--- config.mk ---
export PLATFORM = sky130hd
export DESIGN_NAME = length_prefixed_frame_deframer
export DESIGN_NICKNAME = d
export VERILOG_FILES = /design/src/rtl/core/lpfd_pkg.sv /design/src/rtl/core/lpfd_front.sv /design/src/rtl/core/lpfd_queue.sv /design/src/rtl/core/lpfd_back.sv /design/src/rtl/core/length_prefixed_frame_deframer.sv
export SDC_FILE = /design/constraint.sdc
export NUM_CORES = 1
export LEC_CHECK = 0
export CORE_MARGIN = 2
export CORE_UTILIZATION = 64
export CTS_BUF_LIST = sky130_fd_sc_hd__clkbuf_8 sky130_fd_sc_hd__clkbuf_16
export CTS_CLUSTER_DIAMETER = 60
export CTS_CLUSTER_SIZE = 28
export DETAILED_ROUTE_END_ITERATION = 10
export DONT_BUFFER_PORTS = 1
export PLACE_DENSITY = 0.8
export SLEW_MARGIN = 10
export SYNTH_ARGS = -nofsm -noshare
export SYNTH_HDL_FRONTEND = slang
export SYNTH_SLANG_ARGS = --single-unit
--- constraint.sdc ---
create_clock -name i_clk -period 5.4 [get_ports i_clk]
set_input_delay 0 -clock i_clk [delete_from_list [all_inputs] [get_ports i_clk]]
set_output_delay 0 -clock i_clk [all_outputs]
set_load 0.02 [all_outputs]
--- src/rtl/core/lpfd_pkg.sv ---
package lpfd_pkg;

    localparam int FSB_DEFAULT = 1024;
    localparam int FSB_MIN     = 16;

    localparam int BYTE_W     = 8;
    localparam int OFF_W      = 10;
    localparam int OFF_RAW_W  = 11;
    localparam int LEN_W      = 16;
    localparam int REM_W      = 10;
    localparam int MOD_STEPS  = OFF_RAW_W - $clog2(FSB_MIN);

    localparam int CFG_ADDR_W = 3;
    localparam int CFG_DATA_W = 32;
    localparam logic [0:0] REG_IDX_MAX_LEN = 1'b0;
    localparam logic [OFF_W-1:0] MAX_LEN_RESET = 10'd812;

    localparam logic [BYTE_W-1:0] SYNC0 = 8'h02;
    localparam logic [BYTE_W-1:0] SYNC1 = 8'h80;

    localparam logic [OFF_RAW_W-1:0] OFF_SYNC0  = 11'd0;
    localparam logic [OFF_RAW_W-1:0] OFF_SYNC1  = 11'd1;
    localparam logic [OFF_RAW_W-1:0] OFF_LEN_LO = 11'd2;
    localparam logic [OFF_RAW_W-1:0] OFF_LEN_HI = 11'd3;
    localparam logic [OFF_RAW_W-1:0] OFF_CMD0   = 11'd4;
    localparam logic [OFF_RAW_W-1:0] OFF_CMD1   = 11'd5;
    localparam logic [OFF_RAW_W-1:0] OFF_CMD2   = 11'd6;
    localparam logic [OFF_RAW_W-1:0] OFF_PAY    = 11'd7;
    localparam logic [OFF_RAW_W-1:0] OFF_STATUS_ADJ = 11'd3;

    localparam int Q_DEPTH = 4;
    localparam int QP_W    = $clog2(Q_DEPTH);

    typedef enum logic [3:0] {
        PH_HUNT   = 4'd0,
        PH_LEN_LO = 4'd1,
        PH_LEN_HI = 4'd2,
        PH_CMD0   = 4'd3,
        PH_CMD1   = 4'd4,
        PH_CMD2   = 4'd5,
        PH_PAY_A  = 4'd6,
        PH_PAY_B  = 4'd7,
        PH_STATUS = 4'd8
    } t_phase;

    typedef struct packed {
        logic                 two;
        logic [BYTE_W-1:0]    data0;
        logic [OFF_RAW_W-1:0] off0;
        logic [BYTE_W-1:0]    data1;
        logic [OFF_RAW_W-1:0] off1;
        logic                 fend;
        logic                 fdrop;
    } t_qent;

endpackage

--- src/rtl/core/lpfd_front.sv ---
module lpfd_front (
    input  logic                         i_clk,
    input  logic                         i_rst_n,
    input  logic                         i_valid,
    input  logic [lpfd_pkg::BYTE_W-1:0]  i_data,
    output logic                         o_ready,
    input  logic [lpfd_pkg::OFF_W-1:0]   i_max_len,
    input  logic                         i_full,
    output logic                         o_push,
    output lpfd_pkg::t_qent              o_ent
);
    import lpfd_pkg::*;

    t_phase                r_phase, n_phase;
    logic [BYTE_W-1:0]     r_prev, n_prev;
    logic [LEN_W-1:0]      r_len, n_len;
    logic [REM_W-1:0]      r_rem, n_rem;
    logic [OFF_W-1:0]      r_po, n_po;
    logic                  w_acc;

    assign o_ready = !i_full;
    assign w_acc   = i_valid && !i_full;

    always_ff @(posedge i_clk) begin
        if (!i_rst_n) begin
            r_phase <= PH_HUNT;
            r_prev  <= '0;
            r_len   <= '0;
            r_rem   <= '0;
            r_po    <= '0;
        end else begin
            r_phase <= n_phase;
            r_prev  <= n_prev;
            r_len   <= n_len;
            r_rem   <= n_rem;
            r_po    <= n_po;
        end
    end

    always_comb begin
        n_phase = r_phase;
        n_prev  = r_prev;
        n_len   = r_len;
        n_rem   = r_rem;
        n_po    = r_po;
        o_push  = 1'b0;
        o_ent   = '0;
        if (w_acc) begin
            case (r_phase)
                PH_LEN_LO: begin
                    n_len       = {8'h00, i_data};
                    n_phase     = PH_LEN_HI;
                    o_push      = 1'b1;
                    o_ent.data0 = i_data;
                    o_ent.off0  = OFF_LEN_LO;
                end
                PH_LEN_HI: begin
                    n_len       = {i_data, r_len[BYTE_W-1:0]};
                    n_phase     = PH_CMD0;
                    o_push      = 1'b1;
                    o_ent.data0 = i_data;
                    o_ent.off0  = OFF_LEN_HI;
                end
                PH_CMD0: begin
                    n_phase     = PH_CMD1;
                    o_push      = 1'b1;
                    o_ent.data0 = i_data;
                    o_ent.off0  = OFF_CMD0;
                end
                PH_CMD1: begin
                    n_phase     = PH_CMD2;
                    o_push      = 1'b1;
                    o_ent.data0 = i_data;
                    o_ent.off0  = OFF_CMD1;
                end
                PH_CMD2: begin
                    o_push      = 1'b1;
                    o_ent.data0 = i_data;
                    o_ent.off0  = OFF_CMD2;
                    if (r_len > {{(LEN_W-OFF_W){1'b0}}, i_max_len}) begin
                        n_phase     = PH_HUNT;
                        n_prev      = '0;
                        o_ent.fdrop = 1'b1;
                    end else begin
                        n_po = '0;
                        if (r_len > 16'd4) begin
                            n_rem   = r_len[REM_W-1:0] - 10'd4;
                            n_phase = PH_PAY_A;
                        end else begin
                            n_rem   = '0;
                            n_phase = PH_STATUS;
                        end
                    end
                end
                PH_PAY_A: begin
                    n_prev  = i_data;
                    n_phase = PH_PAY_B;
                end
                PH_PAY_B: begin
                    n_phase = PH_PAY_A;
                    if (r_prev != '0 || i_data != '0) begin
                        o_push      = 1'b1;
                        o_ent.two   = 1'b1;
                        o_ent.data0 = r_prev;
                        o_ent.off0  = OFF_PAY + {1'b0, r_po};
                        o_ent.data1 = i_data;
                        o_ent.off1  = OFF_PAY + 11'd1 + {1'b0, r_po};
                        n_po        = r_po + 10'd2;
                        if (r_rem <= 10'd2) begin
                            n_rem   = '0;
                            n_phase = PH_STATUS;
                        end else begin
                            n_rem = r_rem - 10'd2;
                        end
                    end
                end
                PH_STATUS: begin
                    if (i_data != '0) begin
                        o_push      = 1'b1;
                        o_ent.data0 = i_data;
                        o_ent.off0  = {1'b0, r_len[OFF_W-1:0]} + OFF_STATUS_ADJ;
                        o_ent.fend  = 1'b1;
                        n_phase     = PH_HUNT;
                        n_prev      = '0;
                    end
                end
                default: begin
                    if (r_prev == SYNC0 && i_data == SYNC1) begin
                        n_phase     = PH_LEN_LO;
                        n_prev      = i_data;
                        o_push      = 1'b1;
                        o_ent.two   = 1'b1;
                        o_ent.data0 = SYNC0;
                        o_ent.off0  = OFF_SYNC0;
                        o_ent.data1 = SYNC1;
                        o_ent.off1  = OFF_SYNC1;
                    end else begin
                        n_phase = PH_HUNT;
                        n_prev  = i_data;
                    end
                end
            endcase
        end
    end

endmodule

--- src/rtl/core/lpfd_queue.sv ---
module lpfd_queue (
    input  logic            i_clk,
    input  logic            i_rst_n,
    input  logic            i_push,
    input  lpfd_pkg::t_qent i_ent,
    output logic            o_full,
    input  logic            i_pop,
    output logic            o_valid,
    output lpfd_pkg::t_qent o_ent
);
    import lpfd_pkg::*;

    t_qent             r_mem [Q_DEPTH];
    logic [QP_W-1:0]   r_wp, n_wp;
    logic [QP_W-1:0]   r_rp, n_rp;
    logic [QP_W:0]     r_cnt, n_cnt;

    assign o_full  = (r_cnt == (QP_W+1)'(Q_DEPTH));
    assign o_valid = (r_cnt != '0);
    assign o_ent   = r_mem[r_rp];

    always_comb begin
        n_wp  = i_push ? r_wp + 1'b1 : r_wp;
        n_rp  = i_pop ? r_rp + 1'b1 : r_rp;
        n_cnt = r_cnt;
        if (i_push && !i_pop) begin
            n_cnt = r_cnt + 1'b1;
        end else if (!i_push && i_pop) begin
            n_cnt = r_cnt - 1'b1;
        end
    end

    always_ff @(posedge i_clk) begin
        if (!i_rst_n) begin
            r_wp  <= '0;
            r_rp  <= '0;
            r_cnt <= '0;
        end else begin
            r_wp  <= n_wp;
            r_rp  <= n_rp;
            r_cnt <= n_cnt;
        end
    end

    always_ff @(posedge i_clk) begin
        if (i_push) begin
            r_mem[r_wp] <= i_ent;
        end
    end

`ifndef SYNTHESIS
    a_no_push_full: assert property (@(posedge i_clk) disable iff (!i_rst_n)
        i_push |-> !o_full)
        else $error("Request pushed into a full queue.");
    a_no_pop_empty: assert property (@(posedge i_clk) disable iff (!i_rst_n)
        i_pop |-> o_valid)
        else $error("Request popped from an empty queue.");
    a_cnt_bound: assert property (@(posedge i_clk) disable iff (!i_rst_n)
        r_cnt <= (QP_W+1)'(Q_DEPTH))
        else $error("Queue fill count exceeds its depth.");
    a_cnt_hold: assert property (@(posedge i_clk) disable iff (!i_rst_n)
        (i_push && i_pop) |=> $stable(r_cnt))
        else $error("Queue fill count moved on a simultaneous push and pop.");
`endif

endmodule

--- src/rtl/core/lpfd_back.sv ---
module lpfd_back #(
    parameter int FRAME_STORE_BYTES = lpfd_pkg::FSB_DEFAULT
) (
    input  logic                         i_clk,
    input  logic                         i_rst_n,
    input  logic                         i_q_valid,
    input  lpfd_pkg::t_qent              i_ent,
    output logic                         o_pop,
    output logic                         o_valid,
    input  logic                         i_ready,
    output logic [lpfd_pkg::BYTE_W-1:0]  o_data,
    output logic [lpfd_pkg::OFF_W-1:0]   o_off,
    output logic                         o_end,
    output logic                         o_drop
);
    import lpfd_pkg::*;

    logic                  r_valid;
    logic                  r_slot, n_slot;
    logic [BYTE_W-1:0]     r_data;
    logic [OFF_W-1:0]      r_off;
    logic                  r_end;
    logic                  r_drop;
    logic                  w_load;
    logic                  w_take;
    logic [BYTE_W-1:0]     w_data;
    logic [OFF_RAW_W-1:0]  w_raw;
    logic [OFF_RAW_W-1:0]  w_mod;

    assign w_load = !r_valid || i_ready;
    assign w_take = w_load && i_q_valid;
    assign o_pop  = w_take && (r_slot || !i_ent.two);

    assign w_data = r_slot ? i_ent.data1 : i_ent.data0;
    assign w_raw  = r_slot ? i_ent.off1 : i_ent.off0;

    // Offsets stay below twice the largest frame, so a short restoring
    // reduction by shifted copies of the store size gives the remainder.
    always_comb begin
        w_mod = w_raw;
        for (int j = MOD_STEPS - 1; j >= 0; j--) begin
            if (32'(w_mod) >= (FRAME_STORE_BYTES << j)) begin
                w_mod = w_mod - OFF_RAW_W'(FRAME_STORE_BYTES << j);
            end
        end
    end

    always_comb begin
        n_slot = r_slot;
        if (w_take) begin
            n_slot = (r_slot || !i_ent.two) ? 1'b0 : 1'b1;
        end
    end

    always_ff @(posedge i_clk) begin
        if (!i_rst_n) begin
            r_valid <= 1'b0;
            r_slot  <= 1'b0;
        end else begin
            r_slot <= n_slot;
            if (w_load) begin
                r_valid <= i_q_valid;
            end
        end
    end

    always_ff @(posedge i_clk) begin
        if (w_take) begin
            r_data <= w_data;
            r_off  <= w_mod[OFF_W-1:0];
            r_end  <= !r_slot && i_ent.fend;
            r_drop <= !r_slot && i_ent.fdrop;
        end
    end

    assign o_valid = r_valid;
    assign o_data  = r_data;
    assign o_off   = r_off;
    assign o_end   = r_end;
    assign o_drop  = r_drop;

endmodule

--- src/rtl/core/length_prefixed_frame_deframer.sv ---
// Byte-stream deframer for length-prefixed serial telegrams. Each received byte
// is taken on s_axis; the block hunts for the sync pair 0x02 0x80, then passes
// on the header bytes, the nonzero payload byte pairs and the closing status
// byte as frame requests on m_axis, each with its offset in the frame (wrapped
// to FRAME_STORE_BYTES). tlast marks the status byte; tuser marks the last
// command byte of a frame whose length field exceeds max_frame_length, after
// which the hunt restarts. One byte is accepted every cycle while the queue
// has room, and one request is delivered every cycle while m_axis_tready is
// high. A byte that completes the sync pair or a payload pair yields two
// requests, and the four-entry queue between the parser and the output stage
// absorbs these bursts; s_axis_tready drops only while that queue is full.
// A request passes through the queue and the output register to m_axis.
// max_frame_length, at byte address 0 of the register port, resets to 812.
module length_prefixed_frame_deframer #(
    parameter int FRAME_STORE_BYTES = lpfd_pkg::FSB_DEFAULT
) (
    input  logic                              i_clk,
    input  logic                              i_rst_n,
    input  logic                              s_axis_tvalid,
    output logic                              s_axis_tready,
    input  logic [7:0]                        s_axis_tdata,  // [7:0] rx_byte
    output logic                              m_axis_tvalid,
    input  logic                              m_axis_tready,
    output logic [23:0]                       m_axis_tdata,  // [7:0] frame_byte,
                                                             // [17:8] frame_offset
    output logic                              m_axis_tlast,
    output logic                              m_axis_tuser,  // [0] frame_dropped
    input  logic                              psel,
    input  logic                              penable,
    input  logic                              pwrite,
    input  logic [lpfd_pkg::CFG_ADDR_W-1:0]   paddr,
    input  logic [lpfd_pkg::CFG_DATA_W-1:0]   pwdata,
    output logic [lpfd_pkg::CFG_DATA_W-1:0]   prdata,
    output logic                              pready
);
    import lpfd_pkg::*;

    logic [OFF_W-1:0]   r_max_len;
    logic               w_sel_max;
    logic               w_full;
    logic               w_push;
    t_qent              w_push_ent;
    logic               w_q_valid;
    logic               w_pop;
    t_qent              w_head;
    logic [BYTE_W-1:0]  w_out_data;
    logic [OFF_W-1:0]   w_out_off;

    assign pready    = 1'b1;
    assign w_sel_max = (paddr[CFG_ADDR_W-1:2] == REG_IDX_MAX_LEN);
    assign prdata    = w_sel_max ? {{(CFG_DATA_W-OFF_W){1'b0}}, r_max_len} : '0;

    always_ff @(posedge i_clk) begin
        if (!i_rst_n) begin
            r_max_len <= MAX_LEN_RESET;
        end else if (psel && penable && pwrite && pready && w_sel_max) begin
            r_max_len <= pwdata[OFF_W-1:0];
        end
    end

    lpfd_front u_front (
        .i_clk     (i_clk),
        .i_rst_n   (i_rst_n),
        .i_valid   (s_axis_tvalid),
        .i_data    (s_axis_tdata),
        .o_ready   (s_axis_tready),
        .i_max_len (r_max_len),
        .i_full    (w_full),
        .o_push    (w_push),
        .o_ent     (w_push_ent)
    );

    lpfd_queue u_queue (
        .i_clk   (i_clk),
        .i_rst_n (i_rst_n),
        .i_push  (w_push),
        .i_ent   (w_push_ent),
        .o_full  (w_full),
        .i_pop   (w_pop),
        .o_valid (w_q_valid),
        .o_ent   (w_head)
    );

    lpfd_back #(
        .FRAME_STORE_BYTES (FRAME_STORE_BYTES)
    ) u_back (
        .i_clk     (i_clk),
        .i_rst_n   (i_rst_n),
        .i_q_valid (w_q_valid),
        .i_ent     (w_head),
        .o_pop     (w_pop),
        .o_valid   (m_axis_tvalid),
        .i_ready   (m_axis_tready),
        .o_data    (w_out_data),
        .o_off     (w_out_off),
        .o_end     (m_axis_tlast),
        .o_drop    (m_axis_tuser)
    );

    assign m_axis_tdata = {6'b0, w_out_off, w_out_data};

endmodule
==> flow_summary_export.csv, run 1 <==
group,metric,value,unit
sta,setup_total_negative_slack,0,ns
global_routing,first_pass_grt_wire_length,38090,microns
sta,clock-skew-final,0.01796,ns
pwr,power-per-cell-area,374.0,nW/um^2
final_layout,synthToLayoutAreaGrowth,7.634,%
sta,final-max-slew-violation-count,0,
global_routing,grt_remaining_overflow,0,
detailed_routing,detail_route.vias_per_cell,6.259,
yosys,ys_dominant_reg_cell,"sky130_fd_sc_hd__edfxtp_1",
final_layout,final_nets,1017,
critical_path,crit_type,"register to register",
floorplanning,die_width,137.2,microns
critical_path,cell_by_cell_trace_of_the_critical_path,"inv_1 -> nor3_1 -> buf_4 -> o21ai_1 -> a211oi_4 -> ha_1 -> inv_1 -> fa_1 -> xor2_1 -> or3_1 -> a21oi_1",
clock_network,largest_buffer_count_on_any_clock_path,3,
sta,setup_viol,0,
pwr,power.static_leakage,4.201,nW
placement,io_buffer_count,0,
critical_path,timing.critical_path.max_delay_family,"compound AO/OA/AOI/OAI gates",
detailed_routing,totalWireLength,24120,microns
clock_network,clk_latency,0.48,ns
detailed_routing,post-route-drc-count,0,
yosys,synth_sequential_area_ratio,0.5852,
hold_path,min-delay-start,"s_axis_tdata[4]",
sta,finalCritPeriodShare,0.6107,
critical_path,cp.required,5.81,ns
yosys,netlist_instances,933,
detailed_routing,drt-wirelength-per-cell,20.53,microns
critical_path,start_kind,"register",
sta,worst_slew_pin_slew,1.177,ns
detailed_routing,detailroute.via_count,7354,
floorplanning,ioPinCount,111,
final_layout,n_fill_cell,1163,
placement,dpl-instance-area,11340,sq um
pwr,highest_ir_drop_seen_on_vdd,0.3490,mV
placement,dp_hpwl,15070,microns
clock_network,cts_htree_levels,1,
floorplanning,fp.coreArea,17300,sq um
hold_path,whs_path_depth,3,
floorplanning,rows,48,
sta,slew-limit-headroom,0.2132,
clock_network,clk_pin_slew_worst_paths,0.10,ns
yosys,top_cell_types_by_occurrence_after_synthesis,"176 x sky130_fd_sc_hd__edfxtp_1, 131 x sky130_fd_sc_hd__nand2_1, 81 x sky130_fd_sc_hd__nor2_1",
detailed_routing,ant_nets,0,
sta,fmaxAchievable,0.3032,GHz
run,max-cap-violations,0,
sta,final_period_minus_worst_setup_slack,3.298,ns
critical_path,worst_path_bufs_invs,3,
critical_path,cp_data_arrival_time,3.71,ns
yosys,synthDominantAreaCellType,"sky130_fd_sc_hd__edfxtp_1",
yosys,netlist_area,11360,sq um
hold_path,hold_path_class,"primary input to register",
floorplanning,die_height,137.2,microns
critical_path,cp_common_cell,"sky130_fd_sc_hd__inv_1",
yosys,post-synth-top-count-cell,"sky130_fd_sc_hd__edfxtp_1",
hold_path,hold-path-endpoint,"u_queue.r_mem[0][2]$_DFFE_PP_",
critical_path,r2r_end,"u_queue.r_cnt[2]$_SDFFE_PN0P_",
critical_path,ff2ff_path_depth,11,
run_status,run_status,"complete, no violations",
critical_path,kind_of_end_point_of_the_critical_path,"register",
critical_path,path_max_fanout,14,
detailed_routing,first_pass_iters,6,
critical_path,max_stage_delay,0.66,ns
yosys,ys_seq_elements,244,
yosys,synth_enable_flop_cells,176,
clock_network,tritoncts,"yes",
placement,routabilityCongestion,0.9172,
final_layout,proportion_of_layout_cells_with_a_drive_suffix_above_1,0.1064,
final_layout,design_area,12220,sq um
sta,hold_violations,0,
floorplanning,start_util,0.6566,
clock_network,clock_buffers_created_by_tritoncts,15,
yosys,synth_largest_type_area_fraction,0.4654,
global_routing,grt_max_degree,49,
yosys,synth.avg_cell_area,12.17,sq um
yosys,synthesis.yosys.warnings,0,
critical_path,worst_r2r_startpoint,"u_front.r_phase[0]$_SDFFE_PN0P_",
clock_network,root_buffer,"sky130_fd_sc_hd__clkbuf_16",
global_routing,groute.usage.overall,0.2641,
yosys,ys_top_cells_by_area,"sky130_fd_sc_hd__edfxtp_1 47%, sky130_fd_sc_hd__dfxtp_1 12%, sky130_fd_sc_hd__mux4_2 7.7%",
final_layout,area_occupied_by_multi_input_gates,4232,sq um
detailed_routing,number_of_drc_markers_after_the_initial_detailed_route_iteration,893,
critical_path,critical-path-slowest-cell,"sky130_fd_sc_hd__dfxtp_1",
global_routing,antenna_violations_before_repair,1,
yosys,synth.lib_cells_used.distinct,71,
critical_path,ff2ff_setup_slack,2.10,ns
clock_network,cts.sink_count,244,
floorplanning,die_area,18830,sq um
sta,grt_setup_unrepaired,"no",
final_layout,layout.area.seq,6648,sq um
global_routing,via_count_of_the_first_global_routing_pass,7071,
yosys,synthArstFlopShare,0,
## per-layer routing
metal	vias to the layer above	track usage	part of all wire
li1	3386	-	-
met1	3599	0.3586	0.41
met2	311	0.4472	0.50
met3	58	0.03054	0.060
met4	0	0.08877	0.028
met5	-	0	0
## report_power, final
part	leakage, nW	total (mW)	internal (mW)	switching (mW)
combinational	1.74	0.967	0.402	0.565
clock	0.239	1.20	0.549	0.648
sequential	2.22	2.41	2.21	0.194
## worst register-to-register path: cells and delay by family, from the launching register on
family,cells,cell delay (ns)
xor gates and xnor gates,1,0.16
and+or+nand+nor,2,0.52
AOI/OAI and AO/OA,3,0.80
DFF,1,0.66
buffers and inverters,3,0.46
adders and majority gates,2,0.63
## cell usage in the layout, fill, tap and decap left out, types with 5 or more instances in the layout
master                          count
sky130_fd_sc_hd__o211ai_1           8
sky130_fd_sc_hd__nor2b_1            8
sky130_fd_sc_hd__dfxtp_1           67
sky130_fd_sc_hd__nand2_1          131
sky130_fd_sc_hd__a32oi_1            8
sky130_fd_sc_hd__o21ai_0           23
sky130_fd_sc_hd__a22oi_1           22
sky130_fd_sc_hd__a31oi_1            5
sky130_fd_sc_hd__nand3_1           23
sky130_fd_sc_hd__dlygate4sd3_1     36
sky130_fd_sc_hd__buf_4             10
sky130_fd_sc_hd__nand4_1            9
sky130_fd_sc_hd__xor2_1            11
sky130_fd_sc_hd__ha_1              25
sky130_fd_sc_hd__a21oi_1           31
sky130_fd_sc_hd__xnor2_1           23
sky130_fd_sc_hd__nor3_1            15
sky130_fd_sc_hd__nor2_1            81
sky130_fd_sc_hd__edfxtp_1         176
sky130_fd_sc_hd__mux2i_1            5
sky130_fd_sc_hd__a31o_2             6
sky130_fd_sc_hd__o22ai_1           12
sky130_fd_sc_hd__inv_1             31
sky130_fd_sc_hd__conb_1            29
sky130_fd_sc_hd__and2_1            13
sky130_fd_sc_hd__clkbuf_16         15
sky130_fd_sc_hd__mux4_2            39
## state kept, by name (all words and copies together), names as in the netlist, 2 cells and up, named ones only
name / count
u_queue.r_rp: 2
u_front.r_rem: 10
u_front.r_len: 16
r_max_len: 10
u_front.r_phase: 4
u_queue.r_wp: 2
u_queue.r_mem: 156
u_back.o_data: 8
u_front.r_po: 9
u_back.o_off: 10
u_queue.r_cnt: 3
u_front.r_prev: 8
## worst max path at each step
stage	start	to	slack (ns)	depth (start not counted)
after floorplan	u_queue.r_cnt[0]$_SDFFE_PN0P_	u_queue.r_cnt[2]$_SDFFE_PN0P_	2.36	10
after global placement	u_front.r_phase[0]$_SDFFE_PN0P_	u_queue.r_mem[1][10]$_DFFE_PP_	2.27	6
after detailed placement	u_front.r_phase[0]$_SDFFE_PN0P_	u_queue.r_cnt[2]$_SDFFE_PN0P_	2.16	11
after CTS	u_front.r_phase[0]$_SDFFE_PN0P_	u_queue.r_cnt[2]$_SDFFE_PN0P_	2.12	11
after global routing	u_front.r_phase[0]$_SDFFE_PN0P_	u_queue.r_cnt[2]$_SDFFE_PN0P_	1.82	11
final	u_front.r_phase[0]$_SDFFE_PN0P_	u_queue.r_cnt[2]$_SDFFE_PN0P_	2.10	11
## repair_timing
action	CTS	global route
endpoints found under the hold margin	120	0
hold buffers	37	0
endpoints found under the setup margin	0	0
gates resized for setup	0	0
buffers inserted	0	0
## layout make-up
class                           instances  share of cell area
Clock inverter                         10            0.009928
Tap cell                              225             0.02303
Timing Repair Buffer                   47             0.03726
Antenna cell                            1           0.0002047
Clock buffer                           15             0.03071
Inverter                               29            0.008905
Sequential cell                       244              0.5438
Multi-Input combinational cell        604              0.3462
## through the flow
stage	setup slack, ns	cells	power (mW)	utilization	hold slack [ns]
finish	2.102	1175	4.572	0.7067	0.04037
global route	1.819	1174	4.766	0.7066	0.05976
CTS	2.122	1174	4.599	0.7066	0.01257
detailed placement	2.155	1112	3.384	0.6559	0.07784
global placement	2.267	1112	3.332	0.6559	0.07905
floorplan	2.364	960	3.178	-	0.1192
## logic make-up (layout without fill, tap and decap cells)
| family | count (synthesis) | in the layout | share of synthesized area |
|---|---|---|---|
| flip-flops | 244 | 244 | 0.5852 |
| XOR/XNOR | 34 | 34 | 0.02622 |
| multiplexers | 45 | 45 | 0.08274 |
| other | 2 | 30 | 0.0006613 |
| buffers and inverters | 112 | 101 | 0.05189 |
| adder cells (fa/ha/maj) | 26 | 26 | 0.02930 |
| AO/OA/AOI/OAI | 150 | 150 | 0.09122 |
| AND/OR/NAND/NOR | 320 | 320 | 0.1328 |
No activity file was read; power rests on OpenSTA's default activity.
==> run 2, diff against run 1 <==
--- a/config.mk
+++ b/config.mk
@@ -6,13 +6,13 @@
 export NUM_CORES = 1
 export LEC_CHECK = 0
 export CORE_MARGIN = 2
-export CORE_UTILIZATION = 64
+export CORE_UTILIZATION = 58
 export CTS_BUF_LIST = sky130_fd_sc_hd__clkbuf_8 sky130_fd_sc_hd__clkbuf_16
 export CTS_CLUSTER_DIAMETER = 60
 export CTS_CLUSTER_SIZE = 28
 export DETAILED_ROUTE_END_ITERATION = 10
 export DONT_BUFFER_PORTS = 1
-export PLACE_DENSITY = 0.8
+export PLACE_DENSITY = 0.76
 export SLEW_MARGIN = 10
 export SYNTH_ARGS = -nofsm -noshare
 export SYNTH_HDL_FRONTEND = slang
==> constraint.sdc (replaced) <==
create_clock -name i_clk -period 2.9 [get_ports i_clk]
set_input_delay 0 -clock i_clk [delete_from_list [all_inputs] [get_ports i_clk]]
set_output_delay 0 -clock i_clk [all_outputs]
set_load 0.02 [all_outputs]
==> flow_summary_export.csv, run 2 (synthesis results as in run 1) <==
group,metric,value,unit
critical_path,path_max_fanout,12,
placement,dpl-instance-area,11570,sq um
detailed_routing,post-route-drc-count,0,
final_layout,final_nets,1033,
sta,worst_slew_pin_slew,1.188,ns
sta,clock-skew-final,0.01426,ns
global_routing,grt_remaining_overflow,0,
final_layout,n_fill_cell,1411,
floorplanning,start_util,0.5874,
clock_network,cts.sink_count,244,
run_status,violations,"hold timing",
hold_path,min-delay-start,"s_axis_tdata[0]",
detailed_routing,first_pass_iters,8,
global_routing,first_pass_grt_wire_length,39040,microns
final_layout,max_flop_register,"u_queue.r_mem",
sta,final-max-slew-violation-count,0,
critical_path,kind_of_end_point_of_the_critical_path,"register",
clock_network,clk_pin_slew_worst_paths,0.10,ns
floorplanning,die_width,143.9,microns
final_layout,layout.area.seq,6649,sq um
floorplanning,die_area,20720,sq um
sta,final_period_minus_worst_setup_slack,2.766,ns
placement,io_buffer_count,0,
detailed_routing,ant_nets,0,
clock_network,cts_htree_levels,1,
hold_path,hold_path_class,"primary input to register",
final_layout,mostFrequentLayoutCells,"176 x sky130_fd_sc_hd__edfxtp_1, 131 x sky130_fd_sc_hd__nand2_1, 81 x sky130_fd_sc_hd__nor2_1",
clock_network,clk_latency,0.50,ns
pwr,power.static_leakage,4.335,nW
detailed_routing,totalWireLength,24860,microns
final_layout,proportion_of_layout_cells_with_a_drive_suffix_above_1,0.1253,
final_layout,largest_register_ffs,156,
detailed_routing,detail_route.vias_per_cell,6.028,
critical_path,crit_type,"register to register",
global_routing,groute.usage.overall,0.2469,
floorplanning,die_height,143.9,microns
placement,dp_hpwl,15870,microns
clock_network,clock_buffers_created_by_tritoncts,16,
final_layout,final_core_util,0.6456,
pwr,totalPowerFinal,8.725,mW
floorplanning,rows,51,
global_routing,antenna_violations_before_repair,0,
sta,setup_viol,0,
critical_path,ff2ff_setup_slack,0.13,ns
floorplanning,fp.coreArea,19330,sq um
sta,setup_total_negative_slack,0,ns
sta,finalCritPeriodShare,0.9536,
sta,slew-limit-headroom,0.2056,
clock_network,tritoncts,"yes",
critical_path,ff2ff_path_depth,11,
global_routing,grt_max_degree,48,
hold_path,hold-path-endpoint,"u_queue.r_mem[0][32]$_DFFE_PP_",
hold_path,whs_path_depth,2,
run,max-cap-violations,0,
sta,grt_setup_unrepaired,"no",
final_layout,synthToLayoutAreaGrowth,9.915,%
final_layout,design_area,12480,sq um
detailed_routing,detailroute.via_count,7421,
pwr,power-per-cell-area,698.9,nW/um^2
critical_path,worst_r2r_startpoint,"u_front.r_phase[0]$_SDFFE_PN0P_",
run_status,run_status,"complete, but fails checks",
clock_network,cts_setup_buffers,0,
clock_network,root_buffer,"sky130_fd_sc_hd__clkbuf_16",
critical_path,cp_data_arrival_time,3.21,ns
detailed_routing,number_of_drc_markers_after_the_initial_detailed_route_iteration,804,
sta,hold_violations,1,
critical_path,start_kind,"register",
placement,routabilityCongestion,0.8900,
clock_network,largest_buffer_count_on_any_clock_path,3,
floorplanning,ioPinCount,111,
critical_path,r2r_end,"u_queue.r_cnt[2]$_SDFFE_PN0P_",
pwr,highest_ir_drop_seen_on_vdd,0.6710,mV
sta,fmaxAchievable,0.3616,GHz
final_layout,biggestRegsByFlops,"u_queue.r_mem (156), u_front.r_len (16)",
final_layout,area_occupied_by_multi_input_gates,4232,sq um
final_layout,final_common_cell,"sky130_fd_sc_hd__edfxtp_1",
final_layout,antenna-diode-count,0,
global_routing,via_count_of_the_first_global_routing_pass,7076,
sta,finalHoldWorstSlack,-0.009502,ns
detailed_routing,drt-wirelength-per-cell,20.19,microns
critical_path,cp.required,3.34,ns
[run 2: cell types whose count changed in the layout (fill, tap and decap cells not counted), sizes merged]
cell,previous run,this run
clkbuf,15,17
inv,34,38
diode,1,0
clkinv,3,1
dlygate4sd3,36,34
buf,11,28
clkinvlp,2,0
[run 2: worst max-delay path by stage]
stage	from	end	cells after the start
floorplan	u_front.r_phase[3]$_SDFFE_PN0P_	u_queue.r_mem[1][0]$_DFFE_PP_	6
global placement	u_front.r_prev[7]$_SDFFE_PN0P_	u_queue.r_cnt[2]$_SDFFE_PN0P_	10
detailed placement	u_front.r_prev[7]$_SDFFE_PN0P_	u_queue.r_cnt[2]$_SDFFE_PN0P_	10
CTS	u_front.r_phase[0]$_SDFFE_PN0P_	u_queue.r_cnt[2]$_SDFFE_PN0P_	11
global route	u_front.r_phase[0]$_SDFFE_PN0P_	u_queue.r_cnt[2]$_SDFFE_PN0P_	11
finish	u_front.r_phase[0]$_SDFFE_PN0P_	u_queue.r_cnt[2]$_SDFFE_PN0P_	11
[run 2: cell type report]
class	count	area share
clock inverter	10	0.009923
multi-input combinational	604	0.3390
sequential	244	0.5326
tap	265	0.02656
inverter	29	0.008720
timing repair buffer	62	0.04911
clock buffer	17	0.03408
[run 2: where the power goes]
part | switching (mW) | internal, mW | total, mW
clock network | 1.29 | 1.16 | 2.45
registers | 0.337 | 4.12 | 4.46
logic | 1.06 | 0.762 | 1.82
[run 2: per-layer routing]
layer	track usage	routed length [microns]
met5	0	0
met4	0.06398	645
met3	0.03865	1781
met2	0.4100	12080
met1	0.3431	10340
[run 2: per-stage QoR]
step / std cells / setup WS, ns
after global placement: 1169 / 0.2800
final: 1231 / 0.1345
after detailed placement: 1169 / 0.2423
after CTS: 1231 / 0.1780
after global routing: 1231 / 0.06501
after floorplan: 960 / 0.08262
[run 2: repair_timing]
action,in CTS,in global routing
gates resized for setup,0,0
hold buffers,35,0
hold endpoints to repair,116,0
setup endpoints to repair,0,0
[run 2: critical path, stage by stage (launching register included)]
cell and delay, ns:
sky130_fd_sc_hd__dfxtp_1 0.33, sky130_fd_sc_hd__buf_4 0.18, sky130_fd_sc_hd__nor4b_1 0.59, sky130_fd_sc_hd__nand4b_1 0.25, sky130_fd_sc_hd__o21ai_0 0.22, sky130_fd_sc_hd__a211oi_4 0.12, sky130_fd_sc_hd__ha_1 0.24, sky130_fd_sc_hd__inv_1 0.07
sky130_fd_sc_hd__fa_1 0.18, sky130_fd_sc_hd__xor2_1 0.08, sky130_fd_sc_hd__or3_1 0.31, sky130_fd_sc_hd__a21oi_1 0.15
==> run 3, diff against run 2 <==
--- a/config.mk
+++ b/config.mk
@@ -6,13 +6,12 @@
 export NUM_CORES = 1
 export LEC_CHECK = 0
 export CORE_MARGIN = 2
-export CORE_UTILIZATION = 58
+export CORE_UTILIZATION = 35
 export CTS_BUF_LIST = sky130_fd_sc_hd__clkbuf_8 sky130_fd_sc_hd__clkbuf_16
 export CTS_CLUSTER_DIAMETER = 60
 export CTS_CLUSTER_SIZE = 28
 export DETAILED_ROUTE_END_ITERATION = 10
 export DONT_BUFFER_PORTS = 1
-export PLACE_DENSITY = 0.76
 export SLEW_MARGIN = 10
 export SYNTH_ARGS = -nofsm -noshare
 export SYNTH_HDL_FRONTEND = slang
==> flow_summary_export.csv, run 3 (synthesis results as in run 1) <==
group,metric,value,unit
detailed_routing,post-route-drc-count,0,
hold_path,hold_path_class,"primary input to register",
critical_path,cp-startpoint,"u_front.r_prev[4]$_SDFFE_PN0P_",
critical_path,timing.critical_path.max_delay_family,"simple AND/OR/NAND/NOR gates",
clock_network,clk_latency,0.53,ns
sta,setup_ws,0.2456,ns
critical_path,worst_r2r_startpoint,"u_front.r_prev[4]$_SDFFE_PN0P_",
sta,setup_viol,0,
sta,final-max-slew-violation-count,0,
final_layout,instances_no_fill,1384,
pwr,highest_ir_drop_seen_on_vdd,0.5143,mV
critical_path,path_max_fanout,5,
detailed_routing,route.layer.met1.wl,11730,microns
critical_path,max_stage_delay,0.37,ns
placement,dp_cells,1306,
final_layout,n_fill_cell,2986,
clock_network,largest_buffer_count_on_any_clock_path,3,
critical_path,critical-path-slowest-cell,"sky130_fd_sc_hd__fa_1",
sta,worst_slew_pin_slew,1.268,ns
final_layout,mostFrequentLayoutCells,"176 x sky130_fd_sc_hd__edfxtp_1, 131 x sky130_fd_sc_hd__nand2_1, 81 x sky130_fd_sc_hd__nor2_1",
placement,dp_hpwl,16900,microns
sta,clock-skew-final,0.02554,ns
detailed_routing,detailroute.wirelength.met2,12870,microns
clock_network,clock_buffers_created_by_tritoncts,21,
global_routing,antenna_violations_before_repair,4,
final_layout,biggestRegsByFlops,"u_queue.r_mem (156), u_front.r_len (16)",
floorplanning,die_width,184.1,microns
detailed_routing,number_of_drc_markers_after_the_initial_detailed_route_iteration,645,
sta,grt_setup_unrepaired,"no",
pwr,power-per-cell-area,738.8,nW/um^2
clock_network,cts_htree_levels,1,
detailed_routing,drt-wirelength-per-cell,19.07,microns
detailed_routing,totalWireLength,26400,microns
run,max-cap-violations,0,
critical_path,cell_by_cell_trace_of_the_critical_path,"nor4_1 -> nand3_1 -> o21ba_2 -> a211oi_4 -> ha_1 -> inv_1 -> fa_1 -> xor2_1 -> or3_1 -> a21oi_1",
sta,final_period_minus_worst_setup_slack,2.654,ns
critical_path,worstSetupEndpoint,"u_queue.r_cnt[2]$_SDFFE_PN0P_",
placement,setup_slack_placement,-0.2843,ns
critical_path,crit_type,"register to register",
final_layout,final_common_cell,"sky130_fd_sc_hd__edfxtp_1",
sta,slew-limit-headroom,0.1523,
detailed_routing,detail_route.vias_per_cell,5.281,
floorplanning,rows,65,
global_routing,first_pass_grt_wire_length,42160,microns
global_routing,grt_max_degree,49,
placement,routabilityCongestion,0.8775,
detailed_routing,ant_nets,0,
floorplanning,die_area,33910,sq um
clock_network,cts.sink_count,244,
sta,fmaxAchievable,0.3767,GHz
critical_path,worst_path_bufs_invs,1,
final_layout,max_flop_register,"u_queue.r_mem",
floorplanning,die_height,184.1,microns
detailed_routing,detailroute.via_count,7309,
detailed_routing,top_signal_layer_used,"met5",
final_layout,final_core_util,0.4093,
critical_path,kind_of_end_point_of_the_critical_path,"register",
final_layout,largest_register_ffs,156,
final_layout,proportion_of_layout_cells_with_a_drive_suffix_above_1,0.1386,
floorplanning,start_util,0.3581,
global_routing,grt_remaining_overflow,0,
floorplanning,fp.coreArea,31720,sq um
detailed_routing,first_pass_iters,6,
clock_network,tritoncts,"yes",
critical_path,start_kind,"register",
critical_path,worst-path-stages,10,
clock_network,clk_pin_slew_worst_paths,0.09,ns
placement,io_buffer_count,0,
global_routing,via_count_of_the_first_global_routing_pass,7353,
sta,finalCritPeriodShare,0.9153,
sta,hold_violations,0,
detailed_routing,routed-wl-met3,1217,microns
final_layout,synthToLayoutAreaGrowth,14.31,%
critical_path,r2r_end,"u_queue.r_cnt[2]$_SDFFE_PN0P_",
run_status,run_status,"complete, no violations",
critical_path,ff2ff_path_depth,10,
clock_network,root_buffer,"sky130_fd_sc_hd__clkbuf_16",
critical_path,ff2ff_setup_slack,0.25,ns
global_routing,groute.usage.overall,0.1602,
pwr,power.static_leakage,4.464,nW
critical_path,cp.required,3.36,ns
critical_path,cp_data_arrival_time,3.12,ns
floorplanning,ioPinCount,111,
final_layout,final_nets,1042,
[run 3: cell count changes in the layout (fill, tap and decap cells not counted), sizes merged]
cell,previous run,this run
clkinv,1,8
clkbuf,17,21
dlygate4sd3,34,38
bufinv,0,1
diode,0,1
inv,38,37
[run 3: where the power goes]
group          switching (mW)  internal, mW
clock network            1.65          1.62
registers               0.352          4.12
logic                    1.08         0.776
total                    3.08          6.52
[run 3: layout make-up]
type	instances	area, sq um	area share
Antenna cell	1	2.502	0.0001928
Clock buffer	21	525.5	0.04048
Clock inverter	17	314.1	0.02419
Inverter	29	108.9	0.008385
Multi-Input combinational cell	604	4252	0.3275
Sequential cell	244	6649	0.5121
Tap cell	402	503.0	0.03874
Timing Repair Buffer	66	628.1	0.04838
[run 3: how the worst min path moves through the flow]
stage,from,endpoint,cells after the start
finish,s_axis_tdata[5],u_queue.r_mem[3][2]$_DFFE_PP_,3
CTS,s_axis_tdata[5],u_queue.r_mem[3][2]$_DFFE_PP_,3
global route,s_axis_tdata[5],u_queue.r_mem[3][2]$_DFFE_PP_,3
floorplan,s_axis_tdata[0],u_front.r_prev[0]$_SDFFE_PN0P_,2
detailed placement,paddr[2],prdata[9],1
global placement,paddr[2],prdata[3],1
[run 3: through the flow]
stage / total power, mW / hold WS [ns] / area (sq um) / setup TNS (ns)
after global routing: 10.07 / 0.05701 / 12980 / 0
final: 9.591 / 0.02100 / 12980 / 0
after CTS: 9.731 / 0.0009657 / 12970 / 0
after detailed placement: 6.372 / 0.08033 / 11730 / -9.588
after global placement: 6.353 / 0.08121 / 11730 / -4.700
after floorplan: 5.919 / 0.1192 / 11460 / 0
[run 3: repair_timing]
item | 4_1_cts | 5_1_grt
resized for setup | 1 | 2
endpoints found under the hold margin | 127 | 0
buffers inserted | 0 | 0
setup endpoints to repair | 37 | 37
hold buffers | 39 | 0
[run 3: metal layers]
| metal | GRT usage | vias to the layer above |
|---|---|---|
| met3 | 0.02430 | 40 |
| met1 | 0.2152 | 3637 |
| met2 | 0.2726 | 184 |
| met5 | 0 | - |
| met4 | 0.03936 | 4 |
| li1 | - | 3444 |
[run 3: worst reg2reg max path, cell delays in order, from the launching register on]
cell,delay (ns)
sky130_fd_sc_hd__dfxtp_1,0.36
sky130_fd_sc_hd__nor4_1,0.30
sky130_fd_sc_hd__nand3_1,0.20
sky130_fd_sc_hd__o21ba_2,0.30
sky130_fd_sc_hd__a211oi_4,0.20
sky130_fd_sc_hd__ha_1,0.22
sky130_fd_sc_hd__inv_1,0.06
sky130_fd_sc_hd__fa_1,0.37
sky130_fd_sc_hd__xor2_1,0.16
sky130_fd_sc_hd__or3_1,0.30
sky130_fd_sc_hd__a21oi_1,0.13
